[src/sv/apr_pkg.sv]
`default_nettype none

package apr_pkg;

    // Plate counts that the ring supports.
    localparam logic [2:0] PLATES_TRI  = 3'd3;
    localparam logic [2:0] PLATES_QUAD = 3'd4;

    // Angle step between neighboring plates, 65536 counts per turn.
    localparam logic [15:0] STEP_QUAD = 16'd16384;
    localparam logic [15:0] STEP_TRI  = 16'd21845;

    // CORDIC start value, 1/gain in Q1.30, and width of the x and y registers.
    localparam int CS_W = 34;
    localparam logic signed [CS_W-1:0] CORDIC_START = 34'sd652032874;

    localparam int ATAN_LEN = 24;

    // atan(2^-i) in units of 2^-32 turn.
    localparam logic [31:0] ATAN_TURN32 [ATAN_LEN] = '{
        32'h20000000, 32'h12E4051E, 32'h09FB385B, 32'h051111D4, 32'h028B0D43,
        32'h0145D7E1, 32'h00A2F61E, 32'h00517C55, 32'h0028BE53, 32'h00145F2F,
        32'h000A2F98, 32'h000517CC, 32'h00028BE6, 32'h000145F3, 32'h0000A2FA,
        32'h0000517D, 32'h000028BE, 32'h0000145F, 32'h00000A30, 32'h00000518,
        32'h0000028C, 32'h00000146, 32'h000000A3, 32'h00000051
    };

    typedef enum logic [2:0] {
        ST_IDLE,
        ST_ANGLE,
        ST_ROTATE,
        ST_MUL_X,
        ST_MUL_Y,
        ST_SUB_Y,
        ST_OUT
    } apr_state_t;

    // Arctangent step rounded half up to units of 2^-ab turn.
    function automatic logic [31:0] atan_step(input int idx, input int ab);
        logic [32:0] sum;
        int          sh;
        sh  = 32 - ab;
        sum = {1'b0, ATAN_TURN32[idx]} + (33'd1 << (sh - 1));
        return 32'(sum >> sh);
    endfunction

endpackage

`default_nettype wire

[src/sv/apr_target_if.sv]
`default_nettype none

interface apr_target_if;
    logic               valid;
    logic               ready;
    logic signed [31:0] center_x;
    logic signed [31:0] center_y;
    logic signed [31:0] center_z;
    logic signed [15:0] yaw_angle;
    logic [17:0]        radius_main;
    logic [17:0]        radius_alt;
    logic signed [31:0] height_second;
    logic signed [31:0] height_third;
    logic [2:0]         plate_count;

    modport source (
        output valid, center_x, center_y, center_z, yaw_angle, radius_main,
               radius_alt, height_second, height_third, plate_count,
        input  ready
    );
    modport sink (
        input  valid, center_x, center_y, center_z, yaw_angle, radius_main,
               radius_alt, height_second, height_third, plate_count,
        output ready
    );
endinterface

`default_nettype wire

[src/sv/apr_plate_if.sv]
`default_nettype none

interface apr_plate_if;
    logic               valid;
    logic               ready;
    logic signed [31:0] plate_x;
    logic signed [31:0] plate_y;
    logic signed [31:0] plate_z;
    logic signed [15:0] plate_angle;
    logic [1:0]         plate_index;
    logic               last;
    logic               bad_count;

    modport source (
        output valid, plate_x, plate_y, plate_z, plate_angle, plate_index,
               last, bad_count,
        input  ready
    );
    modport sink (
        input  valid, plate_x, plate_y, plate_z, plate_angle, plate_index,
               last, bad_count,
        output ready
    );
endinterface

`default_nettype wire

[src/sv/apr_cordic.sv]
`default_nettype none

module apr_cordic #(
    parameter int ITERATIONS = 16,
    parameter int ANGLE_BITS = 16
) (
    input  wire logic                             clk,
    input  wire logic                             rst_n,
    input  wire logic                             start,
    input  wire logic signed [15:0]               angle,
    output logic                                  done,
    output logic signed [apr_pkg::CS_W-1:0]       cos_out,
    output logic signed [apr_pkg::CS_W-1:0]       sin_out
);
    import apr_pkg::*;

    localparam int AW      = ((ANGLE_BITS > 16) ? ANGLE_BITS : 16) + 2;
    localparam int ZW      = ANGLE_BITS + 2;
    localparam int ITER_W  = $clog2(ITERATIONS);
    localparam int UP      = (ANGLE_BITS >= 16) ? ANGLE_BITS - 16 : 0;
    localparam int DN      = (ANGLE_BITS < 16) ? 16 - ANGLE_BITS : 0;
    localparam int RND     = (1 << DN) >> 1;
    localparam int QUARTER = 1 << (ANGLE_BITS - 2);
    localparam int HALF    = 1 << (ANGLE_BITS - 1);
    localparam logic [ITER_W-1:0] ITER_LAST = ITER_W'(ITERATIONS - 1);

    logic                   busy_reg;
    logic [ITER_W-1:0]      iter_reg;
    logic                   neg_reg;
    logic signed [CS_W-1:0] x_reg;
    logic signed [CS_W-1:0] y_reg;
    logic signed [ZW-1:0]   z_reg;

    logic signed [AW-1:0]   a_w;
    logic signed [AW-1:0]   z_int;
    logic signed [AW-1:0]   z_fold;
    logic                   neg_next;
    logic signed [ZW-1:0]   step;
    logic signed [CS_W-1:0] dx;
    logic signed [CS_W-1:0] dy;
    logic signed [CS_W-1:0] x_next;
    logic signed [CS_W-1:0] y_next;
    logic signed [ZW-1:0]   z_next;

    // Scale the binary angle to the internal unit and fold it into the right half plane.
    always_comb
    begin
        a_w = AW'(angle);
        if (ANGLE_BITS >= 16)
        begin
            z_int = a_w <<< UP;
        end
        else
        begin
            z_int = ((a_w + AW'(32768) + AW'(RND)) >>> DN) - AW'(32768 >> DN);
        end
        neg_next = 1'b0;
        z_fold   = z_int;
        if (z_int > AW'(QUARTER))
        begin
            z_fold   = z_int - AW'(HALF);
            neg_next = 1'b1;
        end
        else if (z_int < AW'(-QUARTER))
        begin
            z_fold   = z_int + AW'(HALF);
            neg_next = 1'b1;
        end
    end

    always_comb
    begin
        step = ZW'(atan_step(int'(iter_reg), ANGLE_BITS));
        dx   = y_reg >>> iter_reg;
        dy   = x_reg >>> iter_reg;
        if (!z_reg[ZW-1])
        begin
            x_next = x_reg - dx;
            y_next = y_reg + dy;
            z_next = z_reg - step;
        end
        else
        begin
            x_next = x_reg + dx;
            y_next = y_reg - dy;
            z_next = z_reg + step;
        end
    end

    always_ff @(posedge clk or negedge rst_n)
    begin
        if (!rst_n)
        begin
            busy_reg <= 1'b0;
            iter_reg <= '0;
        end
        else if (start)
        begin
            busy_reg <= 1'b1;
            iter_reg <= '0;
        end
        else if (busy_reg)
        begin
            busy_reg <= (iter_reg != ITER_LAST);
            iter_reg <= iter_reg + 1'b1;
        end
    end

    always_ff @(posedge clk)
    begin
        if (start)
        begin
            x_reg   <= CORDIC_START;
            y_reg   <= '0;
            z_reg   <= ZW'(z_fold);
            neg_reg <= neg_next;
        end
        else if (busy_reg)
        begin
            x_reg <= x_next;
            y_reg <= y_next;
            z_reg <= z_next;
        end
    end

    assign done    = busy_reg && (iter_reg == ITER_LAST);
    assign cos_out = neg_reg ? -x_reg : x_reg;
    assign sin_out = neg_reg ? -y_reg : y_reg;

    a_start_idle: assert property (@(posedge clk) disable iff (!rst_n)
        start |-> !busy_reg)
        else $error("rotation restarted while busy");
    a_done_busy: assert property (@(posedge clk) disable iff (!rst_n)
        done |=> !busy_reg)
        else $error("rotation kept running after its last step");
    a_start_runs: assert property (@(posedge clk) disable iff (!rst_n)
        start |=> busy_reg && (iter_reg == '0))
        else $error("rotation did not begin at the first step");

endmodule

`default_nettype wire

[src/sv/armor_plate_pose_ring.sv]
`default_nettype none
// Per plate: set up the angle, run CORDIC_ITERATIONS rotation steps, form the x and y
// offsets on the shared multiplier with rounding and subtract, then hold the output
// word until the sink is ready. A three- or four-plate word yields that many plate words;
// a word with a bad plate count yields one flagged word.
// Throughput: one input word at a time, set by the single rotation unit and multiplier.
// Reset: rst_n is asynchronous and active low; it returns the sequencer to idle.

module armor_plate_pose_ring #(
    parameter int CORDIC_ITERATIONS = 16,
    parameter int ANGLE_BITS        = 16
) (
    input  wire logic  clk,
    input  wire logic  rst_n,
    apr_target_if.sink target,
    apr_plate_if.source plate
);
    import apr_pkg::*;

    localparam int PW = 19 + CS_W;
    localparam logic signed [PW-1:0] ROUND_HALF = PW'(1 << 29);

    apr_state_t state_reg;
    apr_state_t state_next;

    logic signed [31:0] cx_reg;
    logic signed [31:0] cy_reg;
    logic signed [31:0] cz_reg;
    logic signed [31:0] h2_reg;
    logic signed [31:0] h3_reg;
    logic [17:0]        rm_reg;
    logic [17:0]        ra_reg;
    logic               quad_reg;
    logic signed [31:0] px_reg;
    logic signed [31:0] py_reg;
    logic signed [31:0] pz_reg;
    logic signed [15:0] pa_reg;
    logic [1:0]         idx_reg;
    logic               last_reg;
    logic               bad_reg;
    logic signed [PW-1:0] prod_reg;

    logic                   bad_in;
    logic                   cordic_start;
    logic                   cordic_done;
    logic signed [CS_W-1:0] cos_val;
    logic signed [CS_W-1:0] sin_val;
    logic [17:0]            radius;
    logic signed [CS_W-1:0] trig;
    logic signed [PW-1:0]   prod;
    logic signed [PW-1:0]   prod_rnd;
    logic signed [31:0]     offset;

    assign bad_in = (target.plate_count != PLATES_TRI) && (target.plate_count != PLATES_QUAD);

    apr_cordic #(
        .ITERATIONS (CORDIC_ITERATIONS),
        .ANGLE_BITS (ANGLE_BITS)
    ) u_cordic (
        .clk     (clk),
        .rst_n   (rst_n),
        .start   (cordic_start),
        .angle   (pa_reg),
        .done    (cordic_done),
        .cos_out (cos_val),
        .sin_out (sin_val)
    );

    // One multiplier serves both axes; the rounding and subtract work on the product held in prod_reg.
    always_comb
    begin
        radius   = (quad_reg && idx_reg[0]) ? ra_reg : rm_reg;
        trig     = (state_reg == ST_MUL_X) ? cos_val : sin_val;
        prod     = PW'(signed'({1'b0, radius})) * PW'(trig);
        prod_rnd = (prod_reg + ROUND_HALF) >>> 30;
        offset   = prod_rnd[31:0];
    end

    always_comb
    begin
        state_next = state_reg;
        unique case (state_reg)
            ST_IDLE:
            begin
                if (target.valid)
                begin
                    state_next = bad_in ? ST_OUT : ST_ANGLE;
                end
            end
            ST_ANGLE:  state_next = ST_ROTATE;
            ST_ROTATE:
            begin
                if (cordic_done)
                begin
                    state_next = ST_MUL_X;
                end
            end
            ST_MUL_X:  state_next = ST_MUL_Y;
            ST_MUL_Y:  state_next = ST_SUB_Y;
            ST_SUB_Y:  state_next = ST_OUT;
            ST_OUT:
            begin
                if (plate.ready)
                begin
                    state_next = last_reg ? ST_IDLE : ST_ANGLE;
                end
            end
            default:   state_next = ST_IDLE;
        endcase
    end

    always_comb
    begin
        target.ready = (state_reg == ST_IDLE);
        plate.valid  = (state_reg == ST_OUT);
        cordic_start = (state_reg == ST_ANGLE);
    end

    always_ff @(posedge clk or negedge rst_n)
    begin
        if (!rst_n)
        begin
            state_reg <= ST_IDLE;
        end
        else
        begin
            state_reg <= state_next;
        end
    end

    always_ff @(posedge clk)
    begin
        case (state_reg)
            ST_IDLE:
            begin
                if (target.valid)
                begin
                    cx_reg   <= target.center_x;
                    cy_reg   <= target.center_y;
                    cz_reg   <= target.center_z;
                    h2_reg   <= target.height_second;
                    h3_reg   <= target.height_third;
                    rm_reg   <= target.radius_main;
                    ra_reg   <= target.radius_alt;
                    quad_reg <= (target.plate_count == PLATES_QUAD);
                    idx_reg  <= 2'd0;
                    bad_reg  <= bad_in;
                    last_reg <= bad_in;
                    if (bad_in)
                    begin
                        px_reg <= '0;
                        py_reg <= '0;
                        pz_reg <= '0;
                        pa_reg <= '0;
                    end
                    else
                    begin
                        pa_reg <= target.yaw_angle;
                    end
                end
            end
            ST_ANGLE:
            begin
                if (quad_reg)
                begin
                    pz_reg   <= idx_reg[0] ? h2_reg : cz_reg;
                    last_reg <= (idx_reg == 2'd3);
                end
                else
                begin
                    pz_reg   <= (idx_reg == 2'd0) ? cz_reg :
                                (idx_reg == 2'd1) ? h2_reg : h3_reg;
                    last_reg <= (idx_reg == 2'd2);
                end
            end
            ST_MUL_X:
            begin
                prod_reg <= prod;
            end
            ST_MUL_Y:
            begin
                prod_reg <= prod;
                px_reg   <= cx_reg - offset;
            end
            ST_SUB_Y:
            begin
                py_reg <= cy_reg - offset;
            end
            ST_OUT:
            begin
                if (plate.ready && !last_reg)
                begin
                    idx_reg <= idx_reg + 2'd1;
                    pa_reg  <= pa_reg + (quad_reg ? STEP_QUAD : STEP_TRI);
                end
            end
            default:
            begin
            end
        endcase
    end

    assign plate.plate_x     = px_reg;
    assign plate.plate_y     = py_reg;
    assign plate.plate_z     = pz_reg;
    assign plate.plate_angle = pa_reg;
    assign plate.plate_index = idx_reg;
    assign plate.last        = last_reg;
    assign plate.bad_count   = bad_reg;

    a_one_side: assert property (@(posedge clk) disable iff (!rst_n)
        plate.valid |-> !target.ready)
        else $error("new target taken while a plate word is pending");
    a_bad_single: assert property (@(posedge clk) disable iff (!rst_n)
        plate.valid && plate.bad_count |-> plate.last && (plate.plate_index == 2'd0))
        else $error("bad plate count word is not a single final word");
    a_index_range: assert property (@(posedge clk) disable iff (!rst_n)
        plate.valid && !plate.bad_count && !quad_reg |-> (plate.plate_index != 2'd3))
        else $error("three-plate ring produced a fourth plate");
    a_done_rotate: assert property (@(posedge clk) disable iff (!rst_n)
        cordic_done |-> (state_reg == ST_ROTATE))
        else $error("rotation finished outside the rotate step");

endmodule

`default_nettype wire
[src/flat_wrapper.sv]
// flat-port wrapper written by rule: the top's interface ports become plain ports
module armor_plate_pose_ring_flat import apr_pkg::*;
#(
    parameter int CORDIC_ITERATIONS = 16,
    parameter int ANGLE_BITS        = 16
)
  (clk, rst_n, target_valid, target_center_x, target_center_y, target_center_z, target_yaw_angle, target_radius_main, target_radius_alt, target_height_second, target_height_third, target_plate_count, target_ready, plate_valid, plate_plate_x, plate_plate_y, plate_plate_z, plate_plate_angle, plate_plate_index, plate_last, plate_bad_count, plate_ready);
  apr_target_if target_i ();
  apr_plate_if plate_i ();
  input  wire logic clk;
  input  wire logic rst_n;
  input wire logic [$bits(target_i.valid)-1:0] target_valid;
  input wire logic [$bits(target_i.center_x)-1:0] target_center_x;
  input wire logic [$bits(target_i.center_y)-1:0] target_center_y;
  input wire logic [$bits(target_i.center_z)-1:0] target_center_z;
  input wire logic [$bits(target_i.yaw_angle)-1:0] target_yaw_angle;
  input wire logic [$bits(target_i.radius_main)-1:0] target_radius_main;
  input wire logic [$bits(target_i.radius_alt)-1:0] target_radius_alt;
  input wire logic [$bits(target_i.height_second)-1:0] target_height_second;
  input wire logic [$bits(target_i.height_third)-1:0] target_height_third;
  input wire logic [$bits(target_i.plate_count)-1:0] target_plate_count;
  output wire logic [$bits(target_i.ready)-1:0] target_ready;
  output wire logic [$bits(plate_i.valid)-1:0] plate_valid;
  output wire logic [$bits(plate_i.plate_x)-1:0] plate_plate_x;
  output wire logic [$bits(plate_i.plate_y)-1:0] plate_plate_y;
  output wire logic [$bits(plate_i.plate_z)-1:0] plate_plate_z;
  output wire logic [$bits(plate_i.plate_angle)-1:0] plate_plate_angle;
  output wire logic [$bits(plate_i.plate_index)-1:0] plate_plate_index;
  output wire logic [$bits(plate_i.last)-1:0] plate_last;
  output wire logic [$bits(plate_i.bad_count)-1:0] plate_bad_count;
  input wire logic [$bits(plate_i.ready)-1:0] plate_ready;
  assign target_i.valid = target_valid;
  assign target_i.center_x = target_center_x;
  assign target_i.center_y = target_center_y;
  assign target_i.center_z = target_center_z;
  assign target_i.yaw_angle = target_yaw_angle;
  assign target_i.radius_main = target_radius_main;
  assign target_i.radius_alt = target_radius_alt;
  assign target_i.height_second = target_height_second;
  assign target_i.height_third = target_height_third;
  assign target_i.plate_count = target_plate_count;
  assign target_ready = target_i.ready;
  assign plate_valid = plate_i.valid;
  assign plate_plate_x = plate_i.plate_x;
  assign plate_plate_y = plate_i.plate_y;
  assign plate_plate_z = plate_i.plate_z;
  assign plate_plate_angle = plate_i.plate_angle;
  assign plate_plate_index = plate_i.plate_index;
  assign plate_last = plate_i.last;
  assign plate_bad_count = plate_i.bad_count;
  assign plate_i.ready = plate_ready;
  armor_plate_pose_ring #(.CORDIC_ITERATIONS(CORDIC_ITERATIONS), .ANGLE_BITS(ANGLE_BITS)) u_core (.clk(clk), .rst_n(rst_n), .target(target_i), .plate(plate_i));
endmodule
[config.mk]
export PLATFORM = sky130hd
export DESIGN_NAME = armor_plate_pose_ring_flat
export DESIGN_NICKNAME = d
export VERILOG_FILES = /design/src/sv/apr_pkg.sv /design/src/sv/apr_target_if.sv /design/src/sv/apr_plate_if.sv /design/src/sv/apr_cordic.sv /design/src/sv/armor_plate_pose_ring.sv /design/src/flat_wrapper.sv
export SDC_FILE = /design/constraint.sdc
export NUM_CORES = 2
export LEC_CHECK = 0
export ABC_AREA = 1
export BUFFER_PORTS_ARGS = -buffer_cell sky130_fd_sc_hd__buf_2
export CORE_MARGIN = 2
export CORE_UTILIZATION = 40
export DETAILED_ROUTE_END_ITERATION = 16
export SLEW_MARGIN = 10
export SYNTH_ARGS = -nofsm -noshare
export SYNTH_HDL_FRONTEND = slang
export SYNTH_SLANG_ARGS = --single-unit
export TNS_END_PERCENT = 10
[constraint.sdc]
create_clock -name clk -period 14.15 [get_ports clk]
set_input_delay 0.7075 -clock clk [delete_from_list [all_inputs] [get_ports clk]]
set_output_delay 0.7075 -clock clk [all_outputs]
set_load 0.01 [all_outputs]
==> results.md <==
- Hold WC Path Type: input pin to flip-flop
- Post-synth ARST share: 1.85%
- Slew Limit Fails: 0
- # setup viols final: 0
- Synth Instances: 6902
- Most used cell along the critical path: nand2_1
- Die area: 136000 um^2
- Pin count of the biggest net entering global routing: 80
- Post-route DRC: 0
- Post-synthesis cell area: 53200 um^2
- Syn_nets: 8009
- Total gr overflow: 0
- Drt pass-1 iters: 6
- CTS tree: built
- Worst-Skew Late Latency: 670 ps
- Die width: 369 um
- Hold_sp: target_height_third[15]
- Total GRT Usage: 26.3%
- Top post-synthesis cells by area: fa_1, edfxtp_1, inv_1
- Yosys top cell area share: 22.3%
- Worst-path clk slew: 60 ps
- Crit-path slowest cell: fa_1
- Final net count: 8229
- Initial core utilization: 40.4%
- Worst setup startpoint: u_core.u_cordic.y_reg[1]
- Core Util, Final: 44.4%
- Post-synth cell types: 69
- RSZ-0062 raised after global routing: false
- Arrival time at the worst endpoint: 9340 ps
- CTS resizes: 0
- Post-synth EDFFs: 356
- Worst setup path endpoint: u_core.prod_reg[50]
- R2R Setup Slk: 5190 ps
- Initial antenna violation count: 7
- Floorplan row count: 133
- Final Hold Fails: 0
- I/O Pins: 337
- Register area share after synthesis: 23.0%
- Routed vias/inst: 5.34
- Area growth syn-to-layout: 9.91%
- Core area: 132000 um^2
- PortBufs: 336
- CP required: 14530 ps
- Max cap viols: 0
- Clk root buf: clkbuf_16
- Crit end category: flip-flop
- Synthesized area per cell: 7.71 um^2
- Most common cell in the netlist: inv_1
- Flops & latches, synth: 432
- CP startpoint kind: flip-flop
- CTS Buf Count: 54
- Rel. slew slack: 15.5%
- DR iter-0 viols: 4490
- Leading area contributor after synthesis: fa_1
- Final HPWL DP: 142000 um
- Predominant post-synthesis flop cell: edfxtp_1
- Routed len/inst: 20.2 um
- Status: finished, final reports clean
- Hold Slack: 216 ps
- DR vias: 47.7k
- Worst-Margin Slew: 1270 ps
- Number of warnings issued by yosys: 0
- Longest Clk Path Bufs: 3
- Die H: 369 um
- GPL Wtd Cong: 0.975
- # H-tree levels: 2
- Fin crit share: 63.3%
- First-pass GRT wire length: 278000 um
- Min Tclk post-route: 8960 ps
- Fillcell total: 13.5k
- CP max FO: 18
- Reg2reg path depth: 31
- FF-to-FF Start: u_core.u_cordic.y_reg[1]
- R2R Path End: u_core.prod_reg[50]
- Top cells by instance count after synthesis: inv_1, nand2_1, nor2_1
- Routed wire length: 180000 um
- Worst Skew: 43.5 ps
- Post-route setup TNS: 0 ps
- Vias in the first global route: 47.3k
- Slowest stage delay, CP: 760 ps
- Clock sinks: 432
- Post-detailed-route count of antenna-violating nets: 0
- Layout cells sized above 1: 9.01%
- Crit Path Category: flip-flop to flip-flop
- Fmax: 112 MHz
[layout make-up]
class / instances / area, um^2 / area share, %
multi-input combinational: 4914 / 35000 / 59.9
sequential: 432 / 12300 / 21.0
inverter: 1314 / 4940 / 8.44
timing repair buffer: 406 / 2210 / 3.78
tap: 1755 / 2200 / 3.75
clock buffer: 65 / 1390 / 2.38
clock inverter: 37 / 447 / 0.764
antenna: 3 / 7.51 / 0.0128
[worst max-delay path, delay by kind of cell (launching register included)]
kind,cells,cell delay (ps)
AOI/OAI and AO/OA,6,1040
xor gates and xnor gates,1,150
adders and majority gates,7,3700
buffers and inverters,4,930
DFF,1,370
and+or+nand+nor,13,2450
[per-stage QoR]
step                      setup WS (ps)  area [um^2]  instances
after floorplan                    1010        53200       6902
after global placement             4850        56600       8818
after detailed placement           5270        56600       8820
after CTS                          5230        58500       8923
after global routing               4520        58500       8926
final                              5190        58500       8926
[routing by layer]
| layer | GRT usage (%) | part of all wire, % | vias to the layer above |
|---|---|---|---|
| met1 | 36.9 | 44 | 22800 |
| met2 | 41.2 | 44 | 2060 |
| met3 | 4.30 | 8.6 | 313 |
| met5 | 0 | 0.029 | - |
| li1 | - | - | 22500 |
| met4 | 8.72 | 3.8 | 8 |
[cell usage in the layout (no fill, tap or decap), types with 19 or more instances in the layout]
cell type  synthesis  final
a21o_1            19     19
a21oi_1          502    502
a31oi_1           39     39
buf_2             50    336
buf_4              5     69
clkbuf_16          0     54
dfxtp_1           68     68
edfxtp_1         356    356
fa_1             593    593
ha_1             295    292
inv_1           1292   1291
nand2_1         1196   1196
nand2_2           21     21
nand3_1          476    476
nand4_1           49     49
nor2_1           798    794
nor2_2            22     25
nor3_1            57     55
o211ai_1          48     48
o21a_1            41     41
o21ai_0          367    357
o21ai_1           27     26
o21ai_2           14     23
o21bai_1          20     20
xnor2_1           63     62
xor2_1           109    109
[worst min-delay path by stage]
stage | to | slack [ps] | cells after the start
3_5_place_dp | u_core.state_reg[0] | 600 | 1
6_report | u_core.h3_reg[15] | 220 | 1
5_1_grt | u_core.h2_reg[15] | 190 | 1
4_1_cts | u_core.h3_reg[15] | 180 | 1
3_3_place_gp | u_core.state_reg[1] | 590 | 1
2_1_floorplan | u_core.state_reg[0] | 410 | 0
[logic make-up after synthesis]
family	synth area share, %
adder cells (fa/ha/maj)	29.2
flip-flops	23.0
XOR/XNOR	2.86
AND/OR/NAND/NOR	21.4
buffers and inverters	11.3
AO/OA/AOI/OAI	12.2
[what timing repair did]
| action | in CTS | in global routing |
|---|---|---|
| endpoints found under the hold margin | 8 | 0 |
| buffers inserted | 0 | 0 |
| endpoints found under the setup margin | 0 | 0 |
| hold buffers | 1 | 0 |
Power is not shown: default switching activity piles up to over one toggle a cycle in this logic, so the estimate is an artifact.
